--- src/rtl/core/cmta_pkg.sv ---
package cmta_pkg;

  localparam int unsigned DIR_BITS_DEF      = 16;
  localparam int unsigned MAX_FACE_SIZE_DEF = 4096;

  localparam int unsigned CFG_DATA_W = 13;
  localparam int unsigned CFG_IDX_W  = 2;
  localparam int unsigned BPP_W      = 3;

  localparam logic [CFG_IDX_W-1:0] REG_FACE_WIDTH      = 2'd0;
  localparam logic [CFG_IDX_W-1:0] REG_FACE_HEIGHT     = 2'd1;
  localparam logic [CFG_IDX_W-1:0] REG_BYTES_PER_PIXEL = 2'd2;

  localparam logic [CFG_DATA_W-1:0] FACE_WIDTH_RST  = 13'd256;
  localparam logic [CFG_DATA_W-1:0] FACE_HEIGHT_RST = 13'd256;
  localparam logic [BPP_W-1:0]      BPP_RST         = 3'd3;
  localparam logic [BPP_W-1:0]      BPP_RGBA        = 3'd4;

  localparam int unsigned FACE_W   = 3;
  localparam int unsigned TEXEL_W  = 12;
  localparam int unsigned OFFSET_W = 26;

  localparam int unsigned QUEUE_DEPTH = 4;
  localparam int unsigned QUEUE_PTR_W = 2;
  localparam int unsigned QUEUE_CNT_W = 3;

  typedef enum logic [FACE_W-1:0] {
    FACE_RIGHT  = 3'd0,
    FACE_LEFT   = 3'd1,
    FACE_TOP    = 3'd2,
    FACE_BOTTOM = 3'd3,
    FACE_FRONT  = 3'd4,
    FACE_BACK   = 3'd5
  } face_e;

  typedef struct packed {
    face_e face;
    logic  background;
  } ctrl_t;

endpackage

--- src/rtl/core/cmta_front.sv ---
module cmta_front #(
  parameter int unsigned DIR_BITS = cmta_pkg::DIR_BITS_DEF
) (
  input  logic                       clk_i,
  input  logic                       rst_ni,
  input  logic                       accept_i,
  input  logic signed [DIR_BITS-1:0] dir_x_i,
  input  logic signed [DIR_BITS-1:0] dir_y_i,
  input  logic signed [DIR_BITS-1:0] dir_z_i,
  output logic                       valid_o,
  output cmta_pkg::ctrl_t            ctrl_o,
  output logic [DIR_BITS-1:0]        ma_o,
  output logic [DIR_BITS:0]          span_s_o,
  output logic [DIR_BITS:0]          span_t_o
);

  logic                  valid_q;
  cmta_pkg::ctrl_t       ctrl_q, ctrl_d;
  logic [DIR_BITS-1:0]   ma_q, ma_d;
  logic [DIR_BITS:0]     span_s_q, span_s_d;
  logic [DIR_BITS:0]     span_t_q, span_t_d;

  logic [DIR_BITS-1:0]   ax, ay, az;
  logic                  zero_dir;
  logic signed [DIR_BITS-1:0] sc_c, tc_c;
  logic                  sc_neg, tc_neg;

  function automatic logic [DIR_BITS:0] span_of(
    input logic [DIR_BITS-1:0]        ma,
    input logic signed [DIR_BITS-1:0] c,
    input logic                       neg
  );
    logic signed [DIR_BITS+1:0] ce;
    logic signed [DIR_BITS+1:0] me;
    logic signed [DIR_BITS+1:0] s;
    ce = {{2{c[DIR_BITS-1]}}, c};
    me = $signed({2'b00, ma});
    s  = neg ? (me - ce) : (me + ce);
    return s[DIR_BITS:0];
  endfunction

  assign ax = dir_x_i[DIR_BITS-1] ? DIR_BITS'(-dir_x_i) : DIR_BITS'(dir_x_i);
  assign ay = dir_y_i[DIR_BITS-1] ? DIR_BITS'(-dir_y_i) : DIR_BITS'(dir_y_i);
  assign az = dir_z_i[DIR_BITS-1] ? DIR_BITS'(-dir_z_i) : DIR_BITS'(dir_z_i);
  assign zero_dir = (dir_x_i == '0) && (dir_y_i == '0) && (dir_z_i == '0);

  always_comb begin
    if (ax > ay) begin
      ma_d        = ax;
      ctrl_d.face = dir_x_i[DIR_BITS-1] ? cmta_pkg::FACE_RIGHT : cmta_pkg::FACE_LEFT;
    end else begin
      ma_d        = ay;
      ctrl_d.face = dir_y_i[DIR_BITS-1] ? cmta_pkg::FACE_BOTTOM : cmta_pkg::FACE_TOP;
    end
    if (az > ma_d) begin
      ma_d        = az;
      ctrl_d.face = dir_z_i[DIR_BITS-1] ? cmta_pkg::FACE_BACK : cmta_pkg::FACE_FRONT;
    end
    ctrl_d.background = zero_dir;

    case (ctrl_d.face)
      cmta_pkg::FACE_RIGHT: begin
        sc_c = dir_z_i; sc_neg = 1'b1; tc_c = dir_y_i; tc_neg = 1'b0;
      end
      cmta_pkg::FACE_LEFT: begin
        sc_c = dir_z_i; sc_neg = 1'b0; tc_c = dir_y_i; tc_neg = 1'b0;
      end
      cmta_pkg::FACE_TOP: begin
        sc_c = dir_x_i; sc_neg = 1'b1; tc_c = dir_z_i; tc_neg = 1'b1;
      end
      cmta_pkg::FACE_BOTTOM: begin
        sc_c = dir_x_i; sc_neg = 1'b1; tc_c = dir_z_i; tc_neg = 1'b0;
      end
      cmta_pkg::FACE_FRONT: begin
        sc_c = dir_x_i; sc_neg = 1'b1; tc_c = dir_y_i; tc_neg = 1'b0;
      end
      default: begin
        sc_c = dir_x_i; sc_neg = 1'b0; tc_c = dir_y_i; tc_neg = 1'b0;
      end
    endcase

    span_s_d = span_of(ma_d, sc_c, sc_neg);
    span_t_d = span_of(ma_d, tc_c, tc_neg);
  end

  always_ff @(posedge clk_i or negedge rst_ni) begin
    if (!rst_ni) begin
      valid_q <= 1'b0;
    end else begin
      valid_q <= accept_i;
    end
  end

  always_ff @(posedge clk_i) begin
    if (accept_i) begin
      ctrl_q   <= ctrl_d;
      ma_q     <= ma_d;
      span_s_q <= span_s_d;
      span_t_q <= span_t_d;
    end
  end

  assign valid_o  = valid_q;
  assign ctrl_o   = ctrl_q;
  assign ma_o     = ma_q;
  assign span_s_o = span_s_q;
  assign span_t_o = span_t_q;

endmodule

--- src/rtl/core/cmta_queue.sv ---
module cmta_queue #(
  parameter int unsigned DATA_W = 8
) (
  input  logic                             clk_i,
  input  logic                             rst_ni,
  input  logic                             push_i,
  input  logic [DATA_W-1:0]                data_i,
  input  logic                             pop_i,
  output logic [DATA_W-1:0]                data_o,
  output logic                             empty_o,
  output logic [cmta_pkg::QUEUE_CNT_W-1:0] count_o
);

  logic [DATA_W-1:0]                mem_q [cmta_pkg::QUEUE_DEPTH];
  logic [cmta_pkg::QUEUE_PTR_W-1:0] wr_ptr_q, rd_ptr_q;
  logic [cmta_pkg::QUEUE_CNT_W-1:0] count_q, count_d;
  logic                             do_pop;

  assign do_pop = pop_i && (count_q != '0);

  always_comb begin
    count_d = count_q;
    if (push_i && !do_pop) begin
      count_d = count_q + 1'b1;
    end else if (!push_i && do_pop) begin
      count_d = count_q - 1'b1;
    end
  end

  always_ff @(posedge clk_i or negedge rst_ni) begin
    if (!rst_ni) begin
      wr_ptr_q <= '0;
      rd_ptr_q <= '0;
      count_q  <= '0;
    end else begin
      count_q <= count_d;
      if (push_i) begin
        wr_ptr_q <= wr_ptr_q + 1'b1;
      end
      if (do_pop) begin
        rd_ptr_q <= rd_ptr_q + 1'b1;
      end
    end
  end

  always_ff @(posedge clk_i) begin
    if (push_i) begin
      mem_q[wr_ptr_q] <= data_i;
    end
  end

  assign data_o  = mem_q[rd_ptr_q];
  assign empty_o = (count_q == '0);
  assign count_o = count_q;

endmodule

--- src/rtl/core/cmta_div.sv ---
module cmta_div #(
  parameter int unsigned NUM_W = 30,
  parameter int unsigned DEN_W = 17,
  parameter int unsigned QUO_W = 12
) (
  input  logic             clk_i,
  input  logic [NUM_W-1:0] num_i,
  input  logic [DEN_W-1:0] den_i,
  output logic [QUO_W-1:0] quo_o
);

  logic [NUM_W-1:0] rem_q [QUO_W];
  logic [DEN_W-1:0] den_q [QUO_W];
  logic [QUO_W-1:0] quo_q [QUO_W];

  for (genvar i = 0; i < QUO_W; i++) begin : g_stage
    localparam int unsigned B = QUO_W - 1 - i;
    logic [NUM_W-1:0] rem_in;
    logic [DEN_W-1:0] den_in;
    logic [QUO_W-1:0] quo_in;
    logic [NUM_W-1:0] den_sh;
    logic             ge;

    if (i == 0) begin : g_first
      assign rem_in = num_i;
      assign den_in = den_i;
      assign quo_in = '0;
    end else begin : g_next
      assign rem_in = rem_q[i-1];
      assign den_in = den_q[i-1];
      assign quo_in = quo_q[i-1];
    end

    assign den_sh = NUM_W'(den_in) << B;
    assign ge     = (rem_in >= den_sh);

    always_ff @(posedge clk_i) begin
      rem_q[i] <= ge ? (rem_in - den_sh) : rem_in;
      den_q[i] <= den_in;
      quo_q[i] <= ge ? (quo_in | (QUO_W'(1) << B)) : quo_in;
    end
  end

  assign quo_o = quo_q[QUO_W-1];

endmodule

--- src/rtl/core/cmta_back.sv ---
module cmta_back #(
  parameter int unsigned DIR_BITS = cmta_pkg::DIR_BITS_DEF,
  parameter int unsigned SIZE_W   = 13,
  parameter int unsigned QUO_W    = 12
) (
  input  logic                            clk_i,
  input  logic                            rst_ni,
  input  logic                            valid_i,
  input  cmta_pkg::ctrl_t                 ctrl_i,
  input  logic [DIR_BITS-1:0]             ma_i,
  input  logic [DIR_BITS:0]               span_s_i,
  input  logic [DIR_BITS:0]               span_t_i,
  input  logic [SIZE_W-1:0]               width_i,
  input  logic [SIZE_W-1:0]               height_i,
  input  logic                            bpp4_i,
  output logic                            done_o,
  output logic [cmta_pkg::FACE_W-1:0]     face_o,
  output logic [cmta_pkg::TEXEL_W-1:0]    texel_x_o,
  output logic [cmta_pkg::TEXEL_W-1:0]    texel_y_o,
  output logic [cmta_pkg::OFFSET_W-1:0]   byte_offset_o,
  output logic                            background_o
);

  localparam int unsigned DEN_W    = DIR_BITS + 1;
  localparam int unsigned NUM_W    = SIZE_W + DIR_BITS + 1;
  localparam int unsigned PROD_W   = QUO_W + SIZE_W;
  localparam int unsigned SUM_W    = PROD_W + 1;
  localparam int unsigned OFF_W    = SUM_W + 2;
  localparam int unsigned OFF_FW   = (OFF_W > cmta_pkg::OFFSET_W) ? OFF_W : cmta_pkg::OFFSET_W;
  localparam int unsigned TEX_FW   = (QUO_W > cmta_pkg::TEXEL_W) ? QUO_W : cmta_pkg::TEXEL_W;
  localparam int unsigned PIPE_LEN = QUO_W + 2;

  logic                 mul_vld_q;
  cmta_pkg::ctrl_t      mul_ctrl_q;
  logic [NUM_W-1:0]     num_s_q, num_t_q;
  logic [DEN_W-1:0]     den_q;

  logic [QUO_W-1:0]     tx, ty;

  logic                 vld_q  [PIPE_LEN];
  cmta_pkg::ctrl_t      ctrl_q [PIPE_LEN];

  logic [PROD_W-1:0]    prod_q;
  logic [QUO_W-1:0]     tx1_q, tx2_q, ty1_q, ty2_q;
  logic [SUM_W-1:0]     sum_q;
  logic [OFF_W-1:0]     off_d;
  logic [OFF_FW-1:0]    off_full;
  logic [TEX_FW-1:0]    tx_full, ty_full;

  logic                                done_q;
  logic [cmta_pkg::FACE_W-1:0]         face_q;
  logic [cmta_pkg::TEXEL_W-1:0]        texel_x_q, texel_y_q;
  logic [cmta_pkg::OFFSET_W-1:0]       byte_offset_q;
  logic                                background_q;

  always_ff @(posedge clk_i or negedge rst_ni) begin
    if (!rst_ni) begin
      mul_vld_q <= 1'b0;
    end else begin
      mul_vld_q <= valid_i;
    end
  end

  always_ff @(posedge clk_i) begin
    mul_ctrl_q <= ctrl_i;
    num_s_q    <= NUM_W'(width_i - 1'b1) * NUM_W'(span_s_i);
    num_t_q    <= NUM_W'(height_i - 1'b1) * NUM_W'(span_t_i);
    den_q      <= {ma_i, 1'b0};
  end

  cmta_div #(
    .NUM_W (NUM_W),
    .DEN_W (DEN_W),
    .QUO_W (QUO_W)
  ) u_div_x (
    .clk_i (clk_i),
    .num_i (num_s_q),
    .den_i (den_q),
    .quo_o (tx)
  );

  cmta_div #(
    .NUM_W (NUM_W),
    .DEN_W (DEN_W),
    .QUO_W (QUO_W)
  ) u_div_y (
    .clk_i (clk_i),
    .num_i (num_t_q),
    .den_i (den_q),
    .quo_o (ty)
  );

  for (genvar i = 0; i < PIPE_LEN; i++) begin : g_side
    logic            vld_in;
    cmta_pkg::ctrl_t ctrl_in;
    if (i == 0) begin : g_first
      assign vld_in  = mul_vld_q;
      assign ctrl_in = mul_ctrl_q;
    end else begin : g_next
      assign vld_in  = vld_q[i-1];
      assign ctrl_in = ctrl_q[i-1];
    end
    always_ff @(posedge clk_i or negedge rst_ni) begin
      if (!rst_ni) begin
        vld_q[i] <= 1'b0;
      end else begin
        vld_q[i] <= vld_in;
      end
    end
    always_ff @(posedge clk_i) begin
      ctrl_q[i] <= ctrl_in;
    end
  end

  always_ff @(posedge clk_i) begin
    prod_q <= PROD_W'(ty) * PROD_W'(width_i);
    tx1_q  <= tx;
    ty1_q  <= ty;
    sum_q  <= SUM_W'(prod_q) + SUM_W'(tx1_q);
    tx2_q  <= tx1_q;
    ty2_q  <= ty1_q;
  end

  assign off_d    = bpp4_i ? (OFF_W'(sum_q) << 2) : (OFF_W'(sum_q) + (OFF_W'(sum_q) << 1));
  assign off_full = OFF_FW'(off_d);
  assign tx_full  = TEX_FW'(tx2_q);
  assign ty_full  = TEX_FW'(ty2_q);

  always_ff @(posedge clk_i or negedge rst_ni) begin
    if (!rst_ni) begin
      done_q <= 1'b0;
    end else begin
      done_q <= vld_q[PIPE_LEN-1];
    end
  end

  always_ff @(posedge clk_i) begin
    if (ctrl_q[PIPE_LEN-1].background) begin
      face_q        <= '0;
      texel_x_q     <= '0;
      texel_y_q     <= '0;
      byte_offset_q <= '0;
      background_q  <= 1'b1;
    end else begin
      face_q        <= ctrl_q[PIPE_LEN-1].face;
      texel_x_q     <= tx_full[cmta_pkg::TEXEL_W-1:0];
      texel_y_q     <= ty_full[cmta_pkg::TEXEL_W-1:0];
      byte_offset_q <= off_full[cmta_pkg::OFFSET_W-1:0];
      background_q  <= 1'b0;
    end
  end

  assign done_o        = done_q;
  assign face_o        = face_q;
  assign texel_x_o     = texel_x_q;
  assign texel_y_o     = texel_y_q;
  assign byte_offset_o = byte_offset_q;
  assign background_o  = background_q;

endmodule

--- src/rtl/core/cube_map_texel_address_unit.sv ---
// throughput: one transaction per cycle, set by the one-bit-per-stage quotient pipelines
// busy stays low: the back end pops the classify queue whenever it is not empty; the receiver cannot stall
// reset: asynchronous, active low; clears all valid bits and the queue, and sets
// face width and height to 256 and bytes per pixel to 3
module cube_map_texel_address_unit #(
  parameter int unsigned MAX_FACE_SIZE = cmta_pkg::MAX_FACE_SIZE_DEF,
  parameter int unsigned DIR_BITS      = cmta_pkg::DIR_BITS_DEF
) (
  input  logic                                clk_i,
  input  logic                                rst_ni,
  input  logic                                start,
  output logic                                busy,
  input  logic signed [DIR_BITS-1:0]          dir_x_i,
  input  logic signed [DIR_BITS-1:0]          dir_y_i,
  input  logic signed [DIR_BITS-1:0]          dir_z_i,
  input  logic                                cfg_we_i,
  input  logic [cmta_pkg::CFG_IDX_W-1:0]      cfg_idx_i,
  input  logic [cmta_pkg::CFG_DATA_W-1:0]     cfg_wdata_i,
  output logic                                done_o,
  output logic [cmta_pkg::FACE_W-1:0]         face_o,
  output logic [cmta_pkg::TEXEL_W-1:0]        texel_x_o,
  output logic [cmta_pkg::TEXEL_W-1:0]        texel_y_o,
  output logic [cmta_pkg::OFFSET_W-1:0]       byte_offset_o,
  output logic                                background_o
);

  localparam int unsigned SIZE_W = $clog2(MAX_FACE_SIZE + 1);
  localparam int unsigned QUO_W  = $clog2(MAX_FACE_SIZE);
  localparam int unsigned CMP_W  = (SIZE_W > cmta_pkg::CFG_DATA_W) ? SIZE_W
                                                                   : cmta_pkg::CFG_DATA_W;
  localparam int unsigned CTRL_W = $bits(cmta_pkg::ctrl_t);
  localparam int unsigned ENTRY_W = CTRL_W + DIR_BITS + 2 * (DIR_BITS + 1);

  logic [cmta_pkg::CFG_DATA_W-1:0] width_q, height_q;
  logic [cmta_pkg::BPP_W-1:0]      bpp_q;
  logic [SIZE_W-1:0]               eff_width, eff_height;

  logic                            accept;
  logic                            fr_valid;
  cmta_pkg::ctrl_t                 fr_ctrl, bk_ctrl;
  logic [DIR_BITS-1:0]             fr_ma, bk_ma;
  logic [DIR_BITS:0]               fr_span_s, fr_span_t, bk_span_s, bk_span_t;
  logic [ENTRY_W-1:0]              q_wdata, q_rdata;
  logic                            q_empty;
  logic [cmta_pkg::QUEUE_CNT_W-1:0] q_count;

  function automatic logic [SIZE_W-1:0] eff_size(input logic [cmta_pkg::CFG_DATA_W-1:0] r);
    logic [CMP_W-1:0] ext;
    ext = CMP_W'(r);
    if (ext == '0) begin
      return SIZE_W'(1);
    end else if (ext > CMP_W'(MAX_FACE_SIZE)) begin
      return SIZE_W'(MAX_FACE_SIZE);
    end
    return SIZE_W'(ext);
  endfunction

  always_ff @(posedge clk_i or negedge rst_ni) begin
    if (!rst_ni) begin
      width_q  <= cmta_pkg::FACE_WIDTH_RST;
      height_q <= cmta_pkg::FACE_HEIGHT_RST;
      bpp_q    <= cmta_pkg::BPP_RST;
    end else if (cfg_we_i) begin
      case (cfg_idx_i)
        cmta_pkg::REG_FACE_WIDTH:      width_q  <= cfg_wdata_i;
        cmta_pkg::REG_FACE_HEIGHT:     height_q <= cfg_wdata_i;
        cmta_pkg::REG_BYTES_PER_PIXEL: bpp_q    <= cfg_wdata_i[cmta_pkg::BPP_W-1:0];
        default: begin
        end
      endcase
    end
  end

  assign eff_width  = eff_size(width_q);
  assign eff_height = eff_size(height_q);

  assign busy   = (q_count >= cmta_pkg::QUEUE_CNT_W'(cmta_pkg::QUEUE_DEPTH - 1));
  assign accept = start && !busy;

  cmta_front #(
    .DIR_BITS (DIR_BITS)
  ) u_front (
    .clk_i    (clk_i),
    .rst_ni   (rst_ni),
    .accept_i (accept),
    .dir_x_i  (dir_x_i),
    .dir_y_i  (dir_y_i),
    .dir_z_i  (dir_z_i),
    .valid_o  (fr_valid),
    .ctrl_o   (fr_ctrl),
    .ma_o     (fr_ma),
    .span_s_o (fr_span_s),
    .span_t_o (fr_span_t)
  );

  assign q_wdata = {fr_ctrl, fr_ma, fr_span_s, fr_span_t};

  cmta_queue #(
    .DATA_W (ENTRY_W)
  ) u_queue (
    .clk_i   (clk_i),
    .rst_ni  (rst_ni),
    .push_i  (fr_valid),
    .data_i  (q_wdata),
    .pop_i   (!q_empty),
    .data_o  (q_rdata),
    .empty_o (q_empty),
    .count_o (q_count)
  );

  assign {bk_ctrl, bk_ma, bk_span_s, bk_span_t} = q_rdata;

  cmta_back #(
    .DIR_BITS (DIR_BITS),
    .SIZE_W   (SIZE_W),
    .QUO_W    (QUO_W)
  ) u_back (
    .clk_i         (clk_i),
    .rst_ni        (rst_ni),
    .valid_i       (!q_empty),
    .ctrl_i        (bk_ctrl),
    .ma_i          (bk_ma),
    .span_s_i      (bk_span_s),
    .span_t_i      (bk_span_t),
    .width_i       (eff_width),
    .height_i      (eff_height),
    .bpp4_i        (bpp_q == cmta_pkg::BPP_RGBA),
    .done_o        (done_o),
    .face_o        (face_o),
    .texel_x_o     (texel_x_o),
    .texel_y_o     (texel_y_o),
    .byte_offset_o (byte_offset_o),
    .background_o  (background_o)
  );

endmodule
--- config.mk ---
export PLATFORM = sky130hd
export DESIGN_NAME = cube_map_texel_address_unit
export DESIGN_NICKNAME = d
export VERILOG_FILES = /design/src/rtl/core/cmta_pkg.sv /design/src/rtl/core/cmta_front.sv /design/src/rtl/core/cmta_queue.sv /design/src/rtl/core/cmta_div.sv /design/src/rtl/core/cmta_back.sv /design/src/rtl/core/cube_map_texel_address_unit.sv
export SDC_FILE = /design/constraint.sdc
export NUM_CORES = 2
export LEC_CHECK = 0
export BUFFER_PORTS_ARGS = -buffer_cell sky130_fd_sc_hd__clkbuf_2
export CORE_MARGIN = 2
export CORE_UTILIZATION = 40
export DETAILED_ROUTE_END_ITERATION = 10
export PLACE_DENSITY_LB_ADDON = 0.1
export SYNTH_ARGS = -nofsm -noshare
export SYNTH_HDL_FRONTEND = slang
export SYNTH_SLANG_ARGS = --single-unit
export TNS_END_PERCENT = 1
--- constraint.sdc ---
create_clock -name clk_i -period 8 [get_ports clk_i]
set_clock_uncertainty 0.1 [all_clocks]
set_input_delay 1.2 -clock clk_i [delete_from_list [all_inputs] [get_ports clk_i]]
set_output_delay 1.2 -clock clk_i [all_outputs]
set_load 0.02 [all_outputs]
== After elaboration in Yosys (flattened, before gate mapping) ==
Memories as Yosys holds them, arrays and structs flattened. A register that Yosys moved wholly into a read port is not among the register bits.
Index checks and enable logic that the tools add are counted.

* Input port bits: 67
* Word-level logic and storage cells: 237
* Register bits after elaboration: 328
* Output and inout bits: 56
* Bits in writable memories: 1688
* Memories kept: 8

{| class="wikitable"
|+ Memories
! name !! words !! width !! read ports !! clocked after memory_dff !! wr ports !! RTL line !! text
|-
| u_back.u_div_x.rem_q || 12 || 30 || 11 || 0 || 12 || cmta_div.sv:12 || <nowiki>logic [NUM_W-1:0] rem_q [QUO_W];</nowiki>
|-
| u_back.u_div_y.rem_q || 12 || 30 || 11 || 0 || 12 || cmta_div.sv:12 ||
|-
| u_queue.mem_q || 4 || 54 || 1 || 0 || 1 || cmta_queue.sv:14 || <nowiki>logic [DATA_W-1:0] mem_q [cmta_pkg::QUEUE_DEPTH];</nowiki>
|-
| u_back.u_div_x.den_q || 12 || 17 || 11 || 0 || 12 || cmta_div.sv:13 || <nowiki>logic [DEN_W-1:0] den_q [QUO_W];</nowiki>
|-
| u_back.u_div_y.den_q || 12 || 17 || 11 || 0 || 12 || cmta_div.sv:13 ||
|-
| u_back.u_div_x.quo_q || 12 || 12 || 12 || 1 || 12 || cmta_div.sv:14 || <nowiki>logic [QUO_W-1:0] quo_q [QUO_W];</nowiki>
|-
| +2 memories || - || - || - || - || - || - ||
|}

* Equality and inequality tests: 7
* Reductions and logical operators: 27
* Muxes and demuxes: 80
* $mul: 3
* $lt $le $gt $ge: 29
* Add/sub/neg operators: 39

{| class="wikitable"
|+ Operators with widths
! kind !! number
|-
| 2-to-1 mux 30 bit || 24
|-
| 2-to-1 mux 16 bit || 7
|-
| 2-to-1 mux 13 bit || 6
|-
| >= comparator 30 x 17 -> 1 bit || 2
|-
| >= comparator 30 x 18 -> 1 bit || 2
|-
| >= comparator 30 x 19 -> 1 bit || 2
|-
| >= comparator 30 x 20 -> 1 bit || 2
|-
| >= comparator 30 x 21 -> 1 bit || 2
|-
| >= comparator 30 x 22 -> 1 bit || 2
|-
| >= comparator 30 x 23 -> 1 bit || 2
|-
| >= comparator 30 x 24 -> 1 bit || 2
|-
| >= comparator 30 x 25 -> 1 bit || 2
|-
| >= comparator 30 x 26 -> 1 bit || 2
|-
| >= comparator 30 x 27 -> 1 bit || 2
|-
| >= comparator 30 x 28 -> 1 bit || 2
|-
| multiplier 30 x 17 -> 30 bit || 2
|-
| subtractor 30 x 17 -> 30 bit || 2
|-
| subtractor 30 x 18 -> 30 bit || 2
|-
| subtractor 30 x 19 -> 30 bit || 2
|-
| subtractor 30 x 20 -> 30 bit || 2
|-
| subtractor 30 x 21 -> 30 bit || 2
|-
| subtractor 30 x 22 -> 30 bit || 2
|-
| subtractor 30 x 23 -> 30 bit || 2
|-
| subtractor 30 x 24 -> 30 bit || 2
|-
| other kinds (47) || 106
|}

== Longest topological paths before layout ==
* Depth in word-level cells: 11
* Depth in mapped cells: 47
* Mapped depth without buffers: 44

== Modules after synthesis ==
A second synthesis with hierarchy kept.

* Cell total of the unflattened synthesis: 9801
* Area total of the unflattened synthesis: 97253.3 um^2

{| class="wikitable"
|+ Modules (own cells, without submodules)
! module !! cells each !! instances !! area each (um^2) !! seq. area each (um^2)
|-
| cmta_back || 3113 || 1 || 29727.3 || 6185.9
|-
| cmta_div at u_back.u_div_x || 2755 || 1 || 25943.6 || 11911.4
|-
| cmta_div at u_back.u_div_y || 2738 || 1 || 25678.4 || 11911.4
|-
| cmta_queue || 316 || 1 || 8185.4 || 6661.4
|-
| cmta_front || 775 || 1 || 6348.6 || 1646.6
|-
| cube_map_texel_address_unit || 104 || 1 || 1370.1 || 730.7
|}

== Worst setup path before layout ==
Ideal clock, no wire load.

* Kind: input to register
* From: in dir_y_i[1]
* To: reg u_front.span_t_q[16], in the netlist u_front.span_t_o[16] (data pin)
* Library setup time: 0.261 ns
* Arrival: 9.285 ns
* Cell stages on the path: 41
* Slack: -1.647 ns
* Required time: 7.639 ns
* Path buffers: 4
* Cell sequence: or3_1 or3_1 or2_2 nand2b_1 o21ai_0 xor2_1 ha_1 a21o_1 a21o_1 a21oi_1 o211ai_1 o21ai_4 buf_2 buf_2 nand2_1 o21ai_0 ha_1 nand4_1 (+5 left out) ha_1 clkbuf_1 nor2b_1 xnor2_1 nor2_1 a21oi_1 ha_1 nor2b_1 o21ai_0 a21boi_0 o21ai_0 a21oi_1 a311oi_1 a21oi_1 a21o_1 a21oi_1 o21ai_0 xnor2_1

* Cells in the longest elaborated chain, start to end: 11
* Elaborated cells between the ends (all ways): 16
* Classes of those cells: 3 x add/sub; 2 x order compare; 2 x eq/ne; 8 x mux; 1 x reduce/logical

{| class="wikitable"
|+ Ends and longest elaborated chain
! what !! RTL line !! text
|-
| from (decl) || cube_map_texel_address_unit.sv:14 || <nowiki>input logic signed [DIR_BITS-1:0] dir_y_i,</nowiki>
|-
| negation 16 bit || cmta_front.sv:43 || <nowiki>assign ay = dir_y_i[DIR_BITS-1] ? DIR_BITS'(-dir_y_i) : DIR_BITS'(dir_y_i);</nowiki>
|-
| 2-to-1 mux 16 bit || cmta_front.sv:43 ||
|-
| greater-than comparator 16 bit || cmta_front.sv:48 || <nowiki>if (ax > ay) begin</nowiki>
|-
| 2-to-1 mux 16 bit || cmta_front.sv:48 ||
|-
| greater-than comparator 16 bit || cmta_front.sv:55 || <nowiki>if (az > ma_d) begin</nowiki>
|-
| 2-to-1 mux 3 bit || cmta_front.sv:55 ||
|-
| equality test 3 x 2 -> 1 bit || cmta_front.sv:61 || <nowiki>case (ctrl_d.face)</nowiki>
|-
| OR reduction 2 bit (no source line) || - ||
|-
| 2-to-1 mux 16 bit || cmta_front.sv:61 ||
|-
| adder 17 x 16 -> 17 bit / subtractor 17 x 16 -> 17 bit (equally long branches) || cmta_front.sv:38 || <nowiki>s = neg ? (me - ce) : (me + ce);</nowiki>
|-
| 2-to-1 mux 17 bit (*) || cmta_front.sv:38 ||
|-
| via u_front.span_t_d[16] || cmta_front.sv:21 || <nowiki>logic [DIR_BITS:0] span_t_q, span_t_d;</nowiki>
|-
| to (signal assigned) || cmta_front.sv:99 || <nowiki>span_t_q <= span_t_d;</nowiki>
|-
| to (decl) || cmta_front.sv:21 ||
|}

The timed path passes the listed nets; every way through them passes the cells marked *.
A chain may end at the register's enable or synchronous reset.

== Worst setup path after layout ==
* From: reg width_q[8] (netlist name)
* To: reg u_back.num_s_q[23]

* Cells in the longest elaborated chain, start to end: 6
* Elaborated cells between the ends (all ways): 8
* Classes of those cells: 1 x add/sub; 1 x mul; 1 x order compare; 4 x mux; 1 x reduce/logical

{| class="wikitable"
|+ Ends and longest elaborated chain
! what !! RTL line !! text
|-
| from (decl) || cube_map_texel_address_unit.sv:34 || <nowiki>logic [cmta_pkg::CFG_DATA_W-1:0] width_q, height_q;</nowiki>
|-
| from (signal assigned) || cube_map_texel_address_unit.sv:60 || <nowiki>width_q <= cmta_pkg::FACE_WIDTH_RST;</nowiki>
|-
| from (signal assigned) || cube_map_texel_address_unit.sv:65 || <nowiki>cmta_pkg::REG_FACE_WIDTH: width_q <= cfg_wdata_i;</nowiki>
|-
| greater-than comparator 13 bit || cube_map_texel_address_unit.sv:52 || <nowiki>end else if (ext > CMP_W'(MAX_FACE_SIZE)) begin</nowiki>
|-
| 2-to-1 mux 1 bit || cube_map_texel_address_unit.sv:52 ||
|-
| 2-to-1 mux 1 bit || cube_map_texel_address_unit.sv:50 || <nowiki>if (ext == '0) begin</nowiki>
|-
| 2-to-1 mux 13 bit (*) || cube_map_texel_address_unit.sv:55 || <nowiki>return SIZE_W'(ext);</nowiki>
|-
| subtractor 13 x 1 -> 14 bit (*) || cmta_back.sv:66 || <nowiki>num_s_q <= NUM_W'(width_i - 1'b1) * NUM_W'(span_s_i);</nowiki>
|-
| multiplier 30 x 17 -> 30 bit (*) || cmta_back.sv:66 ||
|-
| to (signal assigned) || cmta_back.sv:66 ||
|-
| to (decl) || cmta_back.sv:35 || <nowiki>logic [NUM_W-1:0] num_s_q, num_t_q;</nowiki>
|}

Every way passes the cells marked *; elsewhere a longest branch is shown, timed or not.

==> flow_summary.yaml <==
finish:
  nFillCells: 21100
  layout-drive-gt1-share: 0.133
  final_cells: 12900
  syn_to_final_growth_pct: 16.6
  fin_util: 0.469
  num-nets-final: 11100
clocking:
  clockBufferDepth: 3
  clkTransAtPathRegs_ns: 0.07
  clock-sinks: 1604
  cts-root-buf: "clkbuf_16"
  htree_levels: 4
  cts_buffers: 174
  cts_tree: "yes"
  clock_latency_ns: 0.83
  cts-hold-fix-buffers: 0
sta:
  min_period_ns: 8.31
  fin_ws_ns: -0.307
  relSlewSlack: 0.153
  tightest_slew_ns: 1.27
  timing.fmax_ghz: 0.120
  fin_crit_sh: 1.04
  rsz0062_at_grt: "true"
  hold_viol_final: 0
  drv_slew: 0
  setup_violations: 18
  whs_ns: 0.216
logic_synthesis:
  synth_warnings: 0
  synth_area_leader_cell: "dfxtp_1"
  synth_edf_count: 270
  synth_cells: 9011
  synth_flop_cell: "dfxtp_1"
  synth-seq-cells: 1604
  synth_cell_type_count: 103
  synth-seq-area-share: 0.388
  syn_area_per_cell_sq_um: 10.0
  synth_top_area_frac: 0.283
  synth_commonest_cells: "dfxtp_1 (1281), inv_1 (1044), nand2_1 (872)"
  yosysMostFrequentCell: "dfxtp_1"
  syn-cell-area_sq_um: 90500
  synth-async-reset-ratio: 0.0330
  synthTopCellsByArea: "dfxtp_1 (28%), fa_1 (14%), ha_1 (9.5%)"
run_status:
  violations: "setup timing"
  status: "finished with violations"
floorplanning:
  core_area_sq_um: 225000
  rows: 174
  initial_core_util: 0.402
  die_y_um: 480
  io_pins: 123
  dieWidth_um: 480
  die_area_sq_um: 230000
placement:
  port_buffers: 122
  placed_cells: 12500
  finalWeightedCongestion: 0.908
  hpwlAfterDp_um: 212000
grt:
  grt_pass1_wl_um: 395000
  met3_usage: 0.0243
  grt_pass1_vias: 66700
  gr-total-overflow: 0
  use_met2: 0.409
  grt_util_met1: 0.262
  grt_use_total: 0.223
  grt_max_degree: 56
  top_usage_layer: "met2"
  antenna_found_initial: 10
worst_setup_path:
  critPathMostFrequentCell: "fa_1"
  max_stage_delay_ns: 0.53
  cp_slowest_cell: "dfstp_2"
  critPathArrivalTime_ns: 8.96
  crit_type: "register to register"
  endpoint_kind: "register"
  cp-start-kind: "register"
  critPathMaxFanout: 5
  critPathRequiredTime_ns: 8.65
worst_hold_path:
  min_path_type: "register to register"
drt:
  wire_per_inst_um: 19.9
  ant_nets: 0
  dr.pass1.iters: 5
  via_per_inst: 5.00
  drc: 0
  num_vias: 64400
  drt-initial-drc-count: 3254
  wirelength_um: 257000
flow_run:
  drv_cap: 0
==> placed cells by master (no fill, tap or decap), types with 29 or more instances in the layout <==
| master | synthesis | layout |
|---|---|---|
| o21a_1 | 82 | 82 |
| a211oi_1 | 39 | 37 |
| dfrtp_1 | 49 | 47 |
| mux2_2 | 86 | 86 |
| nand4_1 | 70 | 70 |
| a21oi_1 | 485 | 459 |
| and2_1 | 185 | 179 |
| dfxtp_1 | 1281 | 1280 |
| nand2b_1 | 113 | 112 |
| a21boi_0 | 47 | 43 |
| nand3_1 | 101 | 99 |
| or3_1 | 70 | 67 |
| nor2b_1 | 166 | 164 |
| and3_1 | 46 | 46 |
| clkbuf_2 | 0 | 120 |
| nor3_1 | 142 | 134 |
| xnor2_1 | 394 | 393 |
| o21ai_0 | 387 | 356 |
| inv_1 | 1044 | 1038 |
| nand2_1 | 872 | 867 |
| fa_1 | 626 | 623 |
| nor4_1 | 94 | 88 |
| a21o_1 | 146 | 146 |
| xor2_1 | 242 | 240 |
| a31oi_1 | 42 | 37 |
| edfxtp_1 | 270 | 270 |
| clkbuf_1 | 198 | 34 |
| clkinv_2 | 0 | 29 |
| conb_1 | 2 | 76 |
| o31ai_1 | 63 | 60 |
| mux4_2 | 48 | 48 |
| buf_4 | 3 | 540 |
| ha_1 | 688 | 678 |
| nor2_1 | 521 | 512 |
| clkbuf_16 | 0 | 175 |
| mux2i_1 | 37 | 36 |
==> cell families after synthesis <==
group                      after synthesis  share of synthesized area
DFF                                   1604                      0.388
muxes                                  172                     0.0269
and+or+nand+nor                       2526                      0.136
buffers and inverters                 1275                     0.0533
AOI/OAI and AO/OA                     1478                      0.100
adders and majority gates             1315                      0.234
xor gates and xnor gates               639                     0.0621
other                                    2                  0.0000830
==> metal layers <==
metal  up-vias  wire [um]  share of wire
met3       389       7550          0.029
met1     31400     105000           0.41
met4         4      12500          0.049
li1      31500          -              -
met2      1131     132000           0.51
met5         -         27        0.00011
==> flip-flops by register name (all words and copies together) (netlist names), 56 cells and up <==
| register | count |
|---|---|
| u_back.u_div_x.rem_q | 330 |
| u_back.u_div_y.rem_q | 330 |
| u_queue.mem_q | 216 |
| u_back.u_div_x.den_q | 176 |
| u_back.u_div_x.quo_q | 78 |
| u_back.u_div_y.quo_q | 78 |
| u_back.ctrl_q | 56 |
==> through the flow <==
step	worst slack [ns]	cell area [sq um]	TNS [ns]
3_3_place_gp	-1.09	98600	-23.68
5_1_grt	-0.675	105000	-11.97
6_report	-0.307	105000	-1.88
2_1_floorplan	-0.655	90900	-11.52
3_5_place_dp	-1.09	98600	-26.29
4_1_cts	-0.512	105000	-4.23
==> area by class of cell <==
class                   count  area [sq um]  area share
multi-input cells        6207         51600       0.489
flip-flops and latches   1604         35100       0.333
repair buffers            686          5060      0.0480
clock buffers             234          4840      0.0459
inverters                1047          3930      0.0373
well taps                2992          3740      0.0355
clock inverters            89          1200      0.0114
diodes                     23          57.6    0.000546
==> critical path: cells and delay by family (launching register included) <==
family / cells / cell delay, ns
adders and majority gates: 9 / 3.68
and+or+nand+nor: 11 / 1.64
buffers and inverters: 9 / 1.04
AOI/OAI and AO/OA: 4 / 0.95
DFF: 1 / 0.53
xor gates and xnor gates: 2 / 0.29
==> repair_timing <==
item | in CTS | in global routing
endpoints found under the setup margin | 31 | 49
hold endpoints to repair | 0 | 0
pin swaps | 30 | 53
cloned | 0 | 2
buffers inserted | 5 | 15
gates resized for setup | 51 | 90
==> path summary, 6_finish.rpt <==
path / startpoint / slack, ns / end / cells after the start
worst max-delay path: width_q[8]$_DFFE_PN1P_ / -0.31 / u_back.num_s_q[23]$_DFF_P_ / 35
worst min register to register: u_back.u_div_x.quo_q[9][7]$_DFF_P_ / 0.22 / u_back.u_div_x.quo_q[10][7]$_DFF_P_ / 0
worst min-delay path: u_back.u_div_x.quo_q[9][7]$_DFF_P_ / 0.22 / u_back.u_div_x.quo_q[10][7]$_DFF_P_ / 0
min in group asynchronous: rst_ni / 0.43 / u_queue.count_o[2]$_DFFE_PN0P_ / 2
max in group asynchronous: rst_ni / 6.81 / u_queue.rd_ptr_q[0]$_DFFE_PN0P_ / 2
worst max register to register: width_q[8]$_DFFE_PN1P_ / -0.31 / u_back.num_s_q[23]$_DFF_P_ / 35
Power is left out: the tool's default activity adds up to more than one toggle a clock period on the data nets, which glitch-free logic cannot reach.
